### src/hdl/stt_pkg.sv
package stt_pkg;

    // Position counter width; the result fields carry the low 16 bits
    localparam int POS_W       = 16;
    localparam int KW_MAX_LEN  = 10;
    localparam int KW_COUNT    = 31;
    localparam int LEN_W       = 4;
    localparam int FIFO_DEPTH  = 4;
    localparam int FIFO_PTR_W  = 2;
    localparam int FIFO_CNT_W  = 3;

    // Token kinds
    localparam logic [5:0] K_IDENT    = 6'd31;
    localparam logic [5:0] K_INT      = 6'd32;
    localparam logic [5:0] K_FLOAT    = 6'd33;
    localparam logic [5:0] K_STRING   = 6'd34;
    localparam logic [5:0] K_PLUS     = 6'd35;
    localparam logic [5:0] K_MINUS    = 6'd36;
    localparam logic [5:0] K_ARROW    = 6'd37;
    localparam logic [5:0] K_STAR     = 6'd38;
    localparam logic [5:0] K_SLASH    = 6'd39;
    localparam logic [5:0] K_PERCENT  = 6'd40;
    localparam logic [5:0] K_ASSIGN   = 6'd41;
    localparam logic [5:0] K_EQ       = 6'd42;
    localparam logic [5:0] K_NE       = 6'd43;
    localparam logic [5:0] K_LT       = 6'd44;
    localparam logic [5:0] K_LE       = 6'd45;
    localparam logic [5:0] K_GT       = 6'd46;
    localparam logic [5:0] K_GE       = 6'd47;
    localparam logic [5:0] K_LPAREN   = 6'd48;
    localparam logic [5:0] K_RPAREN   = 6'd49;
    localparam logic [5:0] K_LBRACE   = 6'd50;
    localparam logic [5:0] K_RBRACE   = 6'd51;
    localparam logic [5:0] K_LBRACKET = 6'd52;
    localparam logic [5:0] K_RBRACKET = 6'd53;
    localparam logic [5:0] K_SEMI     = 6'd54;
    localparam logic [5:0] K_COLON    = 6'd55;
    localparam logic [5:0] K_COMMA    = 6'd56;
    localparam logic [5:0] K_DOT      = 6'd57;
    localparam logic [5:0] K_UNKNOWN  = 6'd58;
    localparam logic [5:0] K_END      = 6'd59;
    localparam logic [5:0] K_LEXEME   = 6'd60;
    localparam logic [5:0] K_ERROR    = 6'd61;

    // Keyword spellings, right-justified, first character highest
    localparam logic [8*KW_MAX_LEN-1:0] KW_TEXT [KW_COUNT] = '{
        "dir", "dima", "idha", {"idha", "_mknch"}, {"ab9a", "_dor"}, "dor", "bdl", "khyr",
        "jarb", {"ila", "_ghalt"}, "dalla", "raja3", "jibli", "sa7", "ghalt", "walo",
        "tabi3i", "3ouchri", "5iyar", "fargh", "7arf", "nass", "jadwal", "9aleb",
        "anwa3", "ymkn", "ektb", "a9ra", "w", "wla", "machi"
    };

    localparam logic [LEN_W-1:0] KW_LEN [KW_COUNT] = '{
        4'd3, 4'd4, 4'd4, 4'd10, 4'd8, 4'd3, 4'd3, 4'd4,
        4'd4, 4'd9, 4'd5, 4'd5, 4'd5, 4'd3, 4'd5, 4'd4,
        4'd6, 4'd7, 4'd5, 4'd5, 4'd4, 4'd4, 4'd6, 4'd5,
        4'd5, 4'd4, 4'd4, 4'd4, 4'd1, 4'd3, 4'd5
    };

    // Scanner modes
    typedef enum logic [8:0] {
        M_IDLE         = 9'b000000001,
        M_IDENT        = 9'b000000010,
        M_FIRST_DIGIT  = 9'b000000100,
        M_NUMBER       = 9'b000001000,
        M_STRING       = 9'b000010000,
        M_OP           = 9'b000100000,
        M_LINE_COMMENT = 9'b001000000,
        M_BLOCK        = 9'b010000000,
        M_BLOCK_STAR   = 9'b100000000
    } mode_t;

    // One result item
    typedef struct packed {
        logic [5:0]  kind;
        logic [7:0]  char_val;
        logic [15:0] line_no;
        logic [15:0] column_no;
        logic        last;
    } result_t;

endpackage

### src/hdl/stt_kw_match.sv
module stt_kw_match (
    input  logic [7:0]               word_buf [stt_pkg::KW_MAX_LEN],
    input  logic [stt_pkg::LEN_W-1:0] word_len,
    output logic [5:0]               word_kind
);
    import stt_pkg::*;

    logic [KW_COUNT-1:0] hit;

    // Parallel compare of the buffered word against every keyword
    always_comb begin
        for (int k = 0; k < KW_COUNT; k++) begin
            hit[k] = (word_len == KW_LEN[k]);
            for (int i = 0; i < KW_MAX_LEN; i++) begin
                if (i < int'(KW_LEN[k])) begin
                    if (word_buf[i] != KW_TEXT[k][(int'(KW_LEN[k]) - 1 - i) * 8 +: 8]) begin
                        hit[k] = 1'b0;
                    end
                end
            end
        end
    end

    // Lowest matching keyword wins, identifier otherwise
    always_comb begin
        word_kind = K_IDENT;
        for (int k = KW_COUNT - 1; k >= 0; k--) begin
            if (hit[k]) begin
                word_kind = 6'(k);
            end
        end
    end

endmodule

### src/hdl/stt_out_fifo.sv
module stt_out_fifo (
    input  logic             aclk,
    input  logic             aresetn,
    input  logic [1:0]       wr_count,
    input  stt_pkg::result_t wr_data0,
    input  stt_pkg::result_t wr_data1,
    output logic             has_room,
    output logic             rd_valid,
    input  logic             rd_ready,
    output stt_pkg::result_t rd_data
);
    import stt_pkg::*;

    result_t               mem_reg [FIFO_DEPTH];
    logic [FIFO_PTR_W-1:0] wr_ptr_reg, wr_ptr_next;
    logic [FIFO_PTR_W-1:0] rd_ptr_reg, rd_ptr_next;
    logic [FIFO_CNT_W-1:0] cnt_reg, cnt_next;
    logic                  pop;

    // Room for two results keeps every input item acceptable in one go
    assign has_room = (cnt_reg <= FIFO_CNT_W'(FIFO_DEPTH - 2));
    assign rd_valid = (cnt_reg != '0);
    assign rd_data  = mem_reg[rd_ptr_reg];
    assign pop      = rd_valid && rd_ready;

    always_comb begin
        wr_ptr_next = wr_ptr_reg + FIFO_PTR_W'(wr_count);
        rd_ptr_next = rd_ptr_reg + FIFO_PTR_W'(pop);
        cnt_next    = cnt_reg + FIFO_CNT_W'(wr_count) - FIFO_CNT_W'(pop);
    end

    always_ff @(posedge aclk) begin
        if (!aresetn) begin
            wr_ptr_reg <= '0;
            rd_ptr_reg <= '0;
            cnt_reg    <= '0;
        end else begin
            wr_ptr_reg <= wr_ptr_next;
            rd_ptr_reg <= rd_ptr_next;
            cnt_reg    <= cnt_next;
        end
    end

    // Storage
    always_ff @(posedge aclk) begin
        if (wr_count != 2'd0) begin
            mem_reg[wr_ptr_reg] <= wr_data0;
        end
        if (wr_count == 2'd2) begin
            mem_reg[wr_ptr_reg + FIFO_PTR_W'(1)] <= wr_data1;
        end
    end

endmodule

### src/hdl/source_text_tokenizer.sv
// Results are written into the registered result queue when their input item is accepted.
// Throughput: one input item per cycle while the result queue has room for two results; an item
// that causes two results hands them out one after the other through the single result port.
// A four-entry result queue decouples the sides; input waits when fewer than two slots are free.
// Reset (aresetn low, synchronous) empties the queue and returns the scanner to
// idle at line 1, column 1; end of source also returns the scanner there after its results.
module source_text_tokenizer (
    input  logic        aclk,
    input  logic        aresetn,
    input  logic        s_tvalid,
    output logic        s_tready,
    input  logic [7:0]  s_tdata,   // [7:0] char_in
    input  logic [0:0]  s_tuser,   // [0] kind (1 = end of source)
    output logic        m_tvalid,
    input  logic        m_tready,
    output logic [39:0] m_tdata,   // [7:0] lexeme_char, [23:8] line_no, [39:24] column_no
    output logic [5:0]  m_tuser,   // [5:0] token_kind
    output logic        m_tlast    // last result of the input item
);
    import stt_pkg::*;

    localparam logic [POS_W-1:0] POS_MAX = '1;
    localparam logic [POS_W-1:0] POS_ONE = POS_W'(1);

    // Scanner state
    mode_t            mode_reg, mode_next;
    logic [7:0]       pend_reg, pend_next;
    logic [7:0]       buf_reg [KW_MAX_LEN];
    logic [LEN_W-1:0] len_reg, len_next;
    logic             dot_reg, dot_next;
    logic             esc_reg, esc_next;
    logic [POS_W-1:0] line_reg, line_next;
    logic [POS_W-1:0] col_reg, col_next;

    logic             buf_we;
    logic [LEN_W-1:0] buf_idx;
    logic [7:0]       buf_data;

    logic             accept;
    logic [7:0]       c;
    logic             is_end;
    logic             c_digit, c_alpha, c_word;
    logic [POS_W-1:0] line_adv, col_adv;
    logic [5:0]       word_kind;

    // First result (closing emit, old position) and second (new position, old at end of source)
    logic             a_v, b_v;
    logic [5:0]       a_kind, b_kind;
    logic [7:0]       a_char, b_char;
    logic             b_old_pos;
    logic             fresh;
    logic [5:0]       two_kind;
    logic [5:0]       single_kind;
    logic             single_v;

    result_t          res_a, res_b, wr0, wr1;
    logic [1:0]       wr_count;
    logic             room;
    result_t          rd_data;

    assign accept  = s_tvalid && s_tready;
    assign s_tready = room;
    assign c       = s_tdata;
    assign is_end  = s_tuser[0];
    assign c_digit = (c >= "0") && (c <= "9");
    assign c_alpha = ((c >= "a") && (c <= "z")) || ((c >= "A") && (c <= "Z"));
    assign c_word  = c_digit || c_alpha || (c == "_");

    stt_kw_match u_kw (
        .word_buf  (buf_reg),
        .word_len  (len_reg),
        .word_kind (word_kind)
    );

    // Position after this byte, saturating
    always_comb begin
        if (c == 8'h0A) begin
            line_adv = (line_reg < POS_MAX) ? line_reg + POS_ONE : line_reg;
            col_adv  = POS_ONE;
        end else begin
            line_adv = line_reg;
            col_adv  = (col_reg < POS_MAX) ? col_reg + POS_ONE : col_reg;
        end
    end

    // Two-character operators and pending single operators
    always_comb begin
        two_kind = '0;
        if (pend_reg == "-" && c == ">") two_kind = K_ARROW;
        else if (pend_reg == "=" && c == "=") two_kind = K_EQ;
        else if (pend_reg == "!" && c == "=") two_kind = K_NE;
        else if (pend_reg == "<" && c == "=") two_kind = K_LE;
        else if (pend_reg == ">" && c == "=") two_kind = K_GE;

        single_v    = 1'b1;
        single_kind = K_MINUS;
        unique case (pend_reg)
            "-":     single_kind = K_MINUS;
            "=":     single_kind = K_ASSIGN;
            "<":     single_kind = K_LT;
            ">":     single_kind = K_GT;
            "/":     single_kind = K_SLASH;
            default: single_v = 1'b0;   // lone bang
        endcase
    end

    // Scanner next state and results
    always_comb begin
        mode_next = mode_reg;
        pend_next = pend_reg;
        len_next  = len_reg;
        dot_next  = dot_reg;
        esc_next  = esc_reg;
        line_next = line_reg;
        col_next  = col_reg;
        buf_we    = 1'b0;
        buf_idx   = len_reg;
        buf_data  = c;
        a_v       = 1'b0;
        a_kind    = K_IDENT;
        a_char    = '0;
        b_v       = 1'b0;
        b_kind    = K_LEXEME;
        b_char    = '0;
        b_old_pos = 1'b0;
        fresh     = 1'b0;

        if (is_end) begin
            // Close any open token, then end or error
            unique case (mode_reg)
                M_IDENT: begin
                    a_v    = 1'b1;
                    a_kind = word_kind;
                end
                M_FIRST_DIGIT, M_NUMBER: begin
                    a_v    = 1'b1;
                    a_kind = dot_reg ? K_FLOAT : K_INT;
                end
                M_OP: begin
                    a_v    = single_v;
                    a_kind = single_kind;
                end
                default: ;
            endcase
            b_v       = 1'b1;
            b_kind    = (mode_reg == M_STRING) ? K_ERROR : K_END;
            b_old_pos = 1'b1;
            mode_next = M_IDLE;
            pend_next = '0;
            len_next  = '0;
            dot_next  = 1'b0;
            esc_next  = 1'b0;
            line_next = POS_ONE;
            col_next  = POS_ONE;
        end else begin
            line_next = line_adv;
            col_next  = col_adv;
            unique case (mode_reg)
                M_IDENT: begin
                    if (c_word) begin
                        b_v    = 1'b1;
                        b_char = c;
                    end else begin
                        a_v    = 1'b1;
                        a_kind = word_kind;
                        fresh  = 1'b1;
                    end
                end
                M_FIRST_DIGIT, M_NUMBER: begin
                    if (mode_reg == M_FIRST_DIGIT && c_alpha) begin
                        b_v       = 1'b1;
                        b_char    = c;
                        mode_next = M_IDENT;
                    end else if (c_digit || c == ".") begin
                        if (c == ".") dot_next = 1'b1;
                        b_v       = 1'b1;
                        b_char    = c;
                        mode_next = M_NUMBER;
                    end else begin
                        a_v    = 1'b1;
                        a_kind = dot_reg ? K_FLOAT : K_INT;
                        fresh  = 1'b1;
                    end
                end
                M_STRING: begin
                    if (esc_reg) begin
                        esc_next = 1'b0;
                        b_v      = 1'b1;
                        b_char   = (c == "n") ? 8'h0A : ((c == "t") ? 8'h09 : c);
                    end else if (c == "\\") begin
                        esc_next = 1'b1;
                    end else if (c == "\"") begin
                        b_v       = 1'b1;
                        b_kind    = K_STRING;
                        mode_next = M_IDLE;
                    end else begin
                        b_v    = 1'b1;
                        b_char = c;
                    end
                end
                M_OP: begin
                    if (two_kind != '0) begin
                        b_v       = 1'b1;
                        b_kind    = two_kind;
                        mode_next = M_IDLE;
                    end else if (pend_reg == "/" && c == "/") begin
                        mode_next = M_LINE_COMMENT;
                    end else if (pend_reg == "/" && c == "*") begin
                        mode_next = M_BLOCK;
                    end else begin
                        a_v    = single_v;
                        a_kind = single_kind;
                        fresh  = 1'b1;
                    end
                end
                M_LINE_COMMENT: begin
                    if (c == 8'h0A) mode_next = M_IDLE;
                end
                M_BLOCK: begin
                    if (c == "*") mode_next = M_BLOCK_STAR;
                end
                M_BLOCK_STAR: begin
                    if (c == "/") mode_next = M_IDLE;
                    else if (c != "*") mode_next = M_BLOCK;
                end
                M_IDLE: fresh = 1'b1;
                default: fresh = 1'b1;
            endcase

            // Word bytes go to the keyword buffer; past the limit the length sticks
            if (!fresh && (mode_reg == M_IDENT || mode_next == M_IDENT) && b_v) begin
                if (len_reg < LEN_W'(KW_MAX_LEN)) begin
                    buf_we   = 1'b1;
                    len_next = len_reg + LEN_W'(1);
                end else begin
                    len_next = LEN_W'(KW_MAX_LEN + 1);
                end
            end

            // Start of a new token
            if (fresh) begin
                mode_next = M_IDLE;
                if (c == " " || c == 8'h09 || c == 8'h0D || c == 8'h0A) begin
                    mode_next = M_IDLE;
                end else if (c == "\"") begin
                    esc_next  = 1'b0;
                    mode_next = M_STRING;
                end else if (c_word) begin
                    buf_we    = 1'b1;
                    buf_idx   = '0;
                    len_next  = LEN_W'(1);
                    dot_next  = 1'b0;
                    b_v       = 1'b1;
                    b_char    = c;
                    mode_next = c_digit ? M_FIRST_DIGIT : M_IDENT;
                end else begin
                    b_v = 1'b1;
                    priority case (c)
                        "-", "=", "!", "<", ">", "/": begin
                            b_v       = 1'b0;
                            pend_next = c;
                            mode_next = M_OP;
                        end
                        "+": b_kind = K_PLUS;
                        "*": b_kind = K_STAR;
                        "%": b_kind = K_PERCENT;
                        "(": b_kind = K_LPAREN;
                        ")": b_kind = K_RPAREN;
                        "{": b_kind = K_LBRACE;
                        "}": b_kind = K_RBRACE;
                        "[": b_kind = K_LBRACKET;
                        "]": b_kind = K_RBRACKET;
                        ";": b_kind = K_SEMI;
                        ":": b_kind = K_COLON;
                        ",": b_kind = K_COMMA;
                        ".": b_kind = K_DOT;
                        default: begin
                            b_kind = K_UNKNOWN;
                            b_char = c;
                        end
                    endcase
                end
            end
        end
    end

    // Result packing
    always_comb begin
        res_a.kind      = a_kind;
        res_a.char_val  = a_char;
        res_a.line_no   = 16'(line_reg);
        res_a.column_no = 16'(col_reg);
        res_a.last      = !b_v;

        res_b.kind      = b_kind;
        res_b.char_val  = b_char;
        res_b.line_no   = b_old_pos ? 16'(line_reg) : 16'(line_next);
        res_b.column_no = b_old_pos ? 16'(col_reg) : 16'(col_next);
        res_b.last      = 1'b1;

        wr0      = a_v ? res_a : res_b;
        wr1      = res_b;
        wr_count = accept ? (2'(a_v) + 2'(b_v)) : 2'd0;
    end

    // State registers
    always_ff @(posedge aclk) begin
        if (!aresetn) begin
            mode_reg <= M_IDLE;
            pend_reg <= '0;
            len_reg  <= '0;
            dot_reg  <= 1'b0;
            esc_reg  <= 1'b0;
            line_reg <= POS_ONE;
            col_reg  <= POS_ONE;
        end else if (accept) begin
            mode_reg <= mode_next;
            pend_reg <= pend_next;
            len_reg  <= len_next;
            dot_reg  <= dot_next;
            esc_reg  <= esc_next;
            line_reg <= line_next;
            col_reg  <= col_next;
        end
    end

    // Keyword buffer
    always_ff @(posedge aclk) begin
        if (accept && buf_we) begin
            buf_reg[buf_idx] <= buf_data;
        end
    end

    stt_out_fifo u_fifo (
        .aclk     (aclk),
        .aresetn  (aresetn),
        .wr_count (wr_count),
        .wr_data0 (wr0),
        .wr_data1 (wr1),
        .has_room (room),
        .rd_valid (m_tvalid),
        .rd_ready (m_tready),
        .rd_data  (rd_data)
    );

    assign m_tuser = rd_data.kind;
    assign m_tdata = {rd_data.column_no, rd_data.line_no, rd_data.char_val};
    assign m_tlast = rd_data.last;

endmodule

### config.mk
export PLATFORM = sky130hd
export DESIGN_NAME = source_text_tokenizer
export DESIGN_NICKNAME = d
export VERILOG_FILES = /design/src/hdl/stt_pkg.sv /design/src/hdl/stt_kw_match.sv /design/src/hdl/stt_out_fifo.sv /design/src/hdl/source_text_tokenizer.sv
export SDC_FILE = /design/constraint.sdc
export NUM_CORES = 1
export LEC_CHECK = 0
export ABC_AREA = 1
export BUFFER_PORTS_ARGS = -buffer_cell sky130_fd_sc_hd__buf_2
export CAP_MARGIN = 5
export CORE_ASPECT_RATIO = 1.75
export CORE_MARGIN = 5
export CORE_UTILIZATION = 50
export DETAILED_ROUTE_END_ITERATION = 12
export PLACE_DENSITY = 0.66
export SETUP_SLACK_MARGIN = 0.4
export SLEW_MARGIN = 10
export SYNTH_ARGS = -nofsm -noshare
export SYNTH_HDL_FRONTEND = slang
export SYNTH_HIERARCHICAL = 1
export SYNTH_SLANG_ARGS = --single-unit
### constraint.sdc
create_clock -name aclk -period 20.1 [get_ports aclk]
set_clock_uncertainty 0.1 [all_clocks]
set_input_delay 1.005 -clock aclk [delete_from_list [all_inputs] [get_ports aclk]]
set_output_delay 1.005 -clock aclk [all_outputs]
set_load 0.05 [all_outputs]
==> flow_summary.json, run 1 <==
{
  "worstHoldEndpoint": "pend_reg[7]",
  "leakagePower_nw": 7.71,
  "antenna_found_initial": 0,
  "grt_max_degree": 96,
  "clockBufferDepth": 3,
  "ys_ff_latch": 330,
  "seq_area_frac_synth_pct": 48.8,
  "dieArea_sq_um": 42200,
  "synthFlopType": "edfxtp_1",
  "dieWidth_um": 157,
  "io_buffers": 61,
  "finalSetupViolCount": 0,
  "grt_pass1_wl_mm": 87.6,
  "ir_drop_mv": 0.0720,
  "placementRows": 94,
  "yosys_warnings": 6,
  "antennaDiodeCount": 0,
  "power-per-cell-area_nw_per_um2": 103,
  "avgSynthCellArea_sq_um": 7.97,
  "cts-root-buf": "clkbuf_16",
  "post_cts_buffers": 0,
  "required_ns": 20.22,
  "post_cts_resized": 0,
  "maxSlewViolCount": 0,
  "cts.sinks": 330,
  "reg2reg_slack_ns": 14.92,
  "cts_tree": "built",
  "gp_congestion": 0.964,
  "hold_path_class": "reg2reg",
  "syn_to_final_growth_pct": 8.51,
  "n_fill_cell": 3564,
  "drive_above_1_share_pct": 10.4,
  "final.period_utilization_pct": 27.0,
  "grt_pass1_vias": 16400,
  "fp.dieH_um": 268,
  "numCtsBuffers": 31,
  "antenna_left": 0,
  "dp_hpwl_mm": 40.2,
  "worst_pin_slew_ns": 1.09,
  "ios": 62,
  "ys_types": 69,
  "synth_edf_count": 268,
  "clk_pin_slew_worst_paths_ns": 0.07,
  "cts_hold_buf": 0,
  "crit_fanout": 95,
  "r2r_end": "u_fifo/mem_reg[0][23]",
  "final_util_pct": 54.8,
  "layout_min_cycle_time_ns": 5.42,
  "track_usage_pct": 26.5,
  "start_kind": "input pin",
  "rsz0062_at_grt": "no",
  "finalHoldViolCount": 0,
  "drt-total-wl_mm": 56.5,
  "async_reset_ff_share_pct": 0,
  "routed_via_density": 5.77,
  "drc": 0,
  "crit_arrival_ns": 5.54,
  "crit_type": "in2reg",
  "worstSkewPairLatency_ns": 0.58,
  "wl_per_cell_um": 19.5,
  "min_path_cells": 2,
  "cp-end-kind": "flop",
  "first_iter_violations": 1104,
  "fmax_ghz": 0.185,
  "power_w": 0.00213,
  "netlist_instances": 2385,
  "initial_core_util_pct": 50.5,
  "core_sq_um": 37600,
  "nets": 2411,
  "worstHoldStart": "pend_reg[7]",
  "drt_first_pass_iters": 6,
  "status": "complete, no violations",
  "overflow": 0,
  "synth_area_sq_um": 19000,
  "largest_register_ff_count": 188,
  "crit_start": "s_tdata[0]",
  "cts_max_level": 1,
  "dr_total_vias": 16700,
  "r2r_start": "mode_reg[0]",
  "slew_headroom_pct": 26.9,
  "drv_cap": 0,
  "worst-r2r-cell-count": 20,
  "setup_tns_ns": 0
}
==> report_power, final <==
group | total (W) | switching, W | internal, W
Clock | 0.000623 | 0.000259 | 0.000364
Sequential | 0.000866 | 0.0000370 | 0.000829
Combinational | 0.000639 | 0.000490 | 0.000148
Total | 0.00213 | 0.000786 | 0.00134
==> metrics by stage <==
step / setup WS (ns) / instance area, sq um / hold WS, ns / std cells
detailed placement: 14.03 / 19600 / 0.335 / 2837
CTS: 14.66 / 20600 / 0.343 / 2893
floorplan: 12.90 / 19000 / 0.318 / 2386
global placement: 14.14 / 19600 / 0.326 / 2837
global route: 14.22 / 20600 / 0.361 / 2893
finish: 14.68 / 20600 / 0.345 / 2893
==> synth_stat cells, types with 2 or more instances <==
library cell | number | area (sq um)
o21ai_0 | 292 | 1460
edfxtp_1 | 268 | 8050
nand2_4 | 2 | 22.5
inv_1 | 206 | 773
nor2_1 | 293 | 1100
a21boi_0 | 2 | 15.0
nand3b_1 | 6 | 45.0
buf_6 | 8 | 90.1
nand3_1 | 91 | 455
nand3_2 | 11 | 110
a211oi_1 | 2 | 15.0
nor2_2 | 17 | 106
inv_2 | 35 | 131
nand4_1 | 44 | 275
clkinv_1 | 3 | 11.3
buf_2 | 30 | 150
xnor2_1 | 2 | 17.5
nor2_8 | 3 | 60.1
ha_1 | 7 | 87.6
or2_4 | 2 | 17.5
o311ai_0 | 2 | 17.5
nor2_4 | 8 | 90.1
o21a_1 | 2 | 15.0
o41ai_1 | 2 | 17.5
nor4_1 | 22 | 138
buf_4 | 8 | 60.1
a31oi_1 | 4 | 25.0
o211ai_1 | 5 | 37.5
xor2_1 | 12 | 105
conb_1 | 2 | 7.51
nor3_2 | 5 | 50.1
clkbuf_1 | 58 | 218
nand2_1 | 496 | 1860
o21ai_1 | 141 | 706
nor4_4 | 2 | 42.5
nor3_1 | 52 | 260
dfxtp_1 | 62 | 1240
o31ai_1 | 6 | 45.0
and2_1 | 3 | 18.8
nor4_2 | 2 | 25.0
o22ai_1 | 48 | 300
nand2_2 | 21 | 131
a21oi_1 | 72 | 360
==> kinds of logic (layout without fill, tap and decap cells) <==
group	count (synthesis)	after routing	synth area share [%]
AO/OA/AOI/OAI	591	591	16.6
XOR/XNOR	14	14	0.645
adder cells (fa/ha/maj)	8	8	0.566
buffers and inverters	351	378	7.63
flip-flops	330	330	48.8
other	2	3	0.0395
AND/OR/NAND/NOR	1089	1089	25.7
==> routing by layer <==
| metal | wire, um | track usage, % |
|---|---|---|
| met1 | 20300 | 28.3 |
| met2 | 31000 | 51.3 |
| met3 | 2300 | 2.40 |
| met4 | 2980 | 12.8 |
| met5 | 0 | 0 |
==> critical path: stages <==
cell	delay, ns
buf_2	0.36
inv_2	0.12
nand2_1	0.14
nor2_2	0.09
nand3_1	0.09
nor2_1	0.06
nor2_1	0.25
nand3_2	0.16
nand2_2	0.13
nor2_8	0.08
nor2_1	0.13
nand2_1	0.13
o21ai_0	0.27
ha_1	0.21
inv_1	0.08
nor2_1	0.24
inv_2	0.09
nor2_4	0.21
nand3_4	0.76
nand2_2	0.23
buf_4	0.61
==> final cells by class <==
class,instances,area [sq um],share of cell area (%)
Clock inverter,20,265,1.29
Sequential cell,330,9290,45.0
Timing Repair Buffer,76,418,2.03
Multi-Input combinational cell,1705,8320,40.3
Inverter,246,927,4.49
Tap cell,480,601,2.91
Clock buffer,36,805,3.90
==> worst max path at each step <==
stage	endpoint	slack (ns)	depth (start not counted)
floorplan	u_fifo/mem_reg[3][0]	12.90	19
global placement	u_fifo/mem_reg[0][23]	14.14	21
detailed placement	u_fifo/mem_reg[0][22]	14.03	21
CTS	u_fifo/mem_reg[0][36]	14.66	21
global route	u_fifo/mem_reg[0][15]	14.22	23
finish	u_fifo/mem_reg[0][23]	14.68	21
==> cell usage in the layout, fill, tap and decap left out, drive strengths merged, types with 45 or more instances in the layout <==
cell / count
nor3: 57
buf: 76
nand4: 45
edfxtp: 268
nand3: 102
o22ai: 49
nor2: 321
dfxtp: 62
inv: 246
a21oi: 74
o21ai: 434
nand2: 519
Note: power is estimated with default switching activity, not from simulation.
==> run 2, diff against run 1 <==
PLACE_DENSITY = 0.69   (was 0.66)
clock period = 4.4 ns   (was 20.1 ns; I/O delays follow)
==> run 2 against run 1 <==
  * Setup slack lost 14 ns
  * Final area grew 2.0%
  * Routed wire length is 0.63% higher
  * Global-route usage up 0.22 points
  * Non-clock buffer count up 35
  * Total power rose to 4.5 times the previous value
  * Via count up 1.7%
  * Flip-flop and latch count unchanged
  * Critical path depth increased by 1
==> flow_summary.json, run 2 (synthesized netlist as in run 1, its figures left out) <==
{
  "status": "complete, no violations",
  "clockBufferDepth": 3,
  "hold_path_class": "in2reg",
  "gp_congestion": 0.971,
  "finalSetupViolCount": 0,
  "dr_total_vias": 17000,
  "cp_num_buf_inv": 6,
  "slew_headroom_pct": 21.5,
  "setup_tns_ns": 0,
  "placementRows": 94,
  "n_fill_cell": 3470,
  "cts-root-buf": "clkbuf_16",
  "overflow": 0,
  "clk_pin_slew_worst_paths_ns": 0.07,
  "cts_tree": "built",
  "initial_core_util_pct": 50.5,
  "grt_max_degree": 98,
  "crit_top_cell": "nand2_1",
  "largest_register_ff_count": 188,
  "wl_per_cell_um": 19.4,
  "crit_fanout": 47,
  "required_ns": 4.55,
  "cp-end-kind": "flop",
  "layout_min_cycle_time_ns": 3.77,
  "dieWidth_um": 157,
  "critPathTopFamily": "simple AND/OR/NAND/NOR gates",
  "path_cells": "dlygate4sd3_1 -> clkbuf_4 -> inv_2 -> nand2_2 -> inv_2 -> nand2_1 -> nor2_4 -> nand2_1 -> nand2_1 -> nor2_1 -> nand3_2 -> nand2_2 -> nor2_8 -> nor2_1 -> nand2_1 -> o21ai_1 -> ha_1 -> inv_1 -> nor2_4 -> nor2_1 -> o31ai_4 -> buf_12",
  "syn_to_final_growth_pct": 10.6,
  "start_kind": "input pin",
  "routed_via_density": 5.80,
  "drive_above_1_share_pct": 11.9,
  "cts.sinks": 330,
  "critPathSlowestCell": "dlygate4sd3_1",
  "stdcell_area_sq_um": 21000,
  "final_common_cell": "nand2_1",
  "final_cell_mix": "nand2_1, o21ai_0, nor2_1",
  "drc": 0,
  "track_usage_pct": 26.7,
  "maxSlewViolCount": 0,
  "finalHoldViolCount": 0,
  "rsz0062_at_grt": "yes",
  "first_iter_violations": 1221,
  "power_w": 0.00960,
  "numCtsBuffers": 30,
  "cts_max_level": 1,
  "dp_hpwl_mm": 40.4,
  "crit_type": "in2reg",
  "final_util_pct": 55.9,
  "worstSkewPairLatency_ns": 0.58,
  "place_area_sq_um": 19900,
  "crit_arrival_ns": 3.92,
  "ir_drop_mv": 0.354,
  "nets": 2445,
  "grt_pass1_wl_mm": 88.9,
  "core_sq_um": 37600,
  "grt_pass1_vias": 16600,
  "antenna_found_initial": 1,
  "fp.dieH_um": 268,
  "drt-total-wl_mm": 56.8,
  "leakagePower_nw": 7.90,
  "ios": 62,
  "drt_first_pass_iters": 8,
  "final.period_utilization_pct": 85.6,
  "fmax_ghz": 0.265,
  "drv_cap": 0,
  "dieArea_sq_um": 42200,
  "antenna_left": 0,
  "io_buffers": 61,
  "cp_slowest_stage_delay_ns": 0.54,
  "power-per-cell-area_nw_per_um2": 456,
  "worst_pin_slew_ns": 1.18
}
-- run 2: changes by cell type in the layout (fill, tap and decap cells not counted), moves of 5 or more --
cell           before  now
nor2_1            293  285
clkbuf_4            0    5
buf_2              61   55
buf_12              0   10
dlygate4sd3_1       0    7
buf_4              15   34
-- run 2: per-stage QoR --
stage,hold WS [ns],cells,worst slack (ns)
2_1_floorplan,0.213,2386,0.401
3_3_place_gp,0.328,2863,0.491
3_5_place_dp,0.330,2863,0.459
4_1_cts,0.0444,2926,0.522
5_1_grt,0.0662,2929,0.382
6_report,0.0732,2929,0.633
-- run 2: worst paths after layout --
check                            startpoint                    to  slack (ns)  depth (start not counted)
worst max-delay path             s_tdata[2]  u_fifo/mem_reg[3][8]        0.63                         22
worst min-delay path             s_tdata[5]           buf_reg[13]        0.07                          2
worst max register to register  mode_reg[6]     u_fifo/cnt_reg[2]        0.70                         22
worst min register to register  pend_reg[7]           pend_reg[7]        0.34                          2
-- run 2: layer usage --
metal	track usage (%)	vias up	routed length [um]
li1	-	8249	-
met1	30.3	8022	21300
met2	49.8	559	30200
met3	2.38	161	2440
met4	12.9	0	2930
met5	0	-	0
-- run 2: layout make-up --
class / instances / area (sq um) / area share (%)
inverters: 246 / 927 / 4.41
multi-input cells: 1705 / 8370 / 39.8
repair buffers: 111 / 838 / 3.98
flip-flops and latches: 330 / 9290 / 44.2
diodes: 1 / 2.50 / 0.0119
clock buffers: 33 / 783 / 3.72
well taps: 480 / 601 / 2.85
clock inverters: 23 / 221 / 1.05
-- run 2: timing repair --
item                       in CTS  in global routing
hold buffers                    7                  0
hold endpoints to repair       63                  0
setup buffers                   0                  2
resized for setup               0                 22
setup endpoints to repair       0                376
-- run 2: worst reg2reg max path, delay by kind of cell (launching register included) --
kind / cells / cell delay [ns]
xor gates and xnor gates: 1 / 0.21
AOI/OAI and AO/OA: 2 / 0.31
adders and majority gates: 3 / 0.81
DFF: 1 / 0.37
buffers and inverters: 4 / 0.37
and+or+nand+nor: 12 / 1.45
-- run 2: power by group --
group          switching (W)  internal (W)  leakage, nW
clock                0.00120       0.00147        0.483
sequential          0.000152       0.00378         2.95
combinational        0.00227      0.000725         4.47
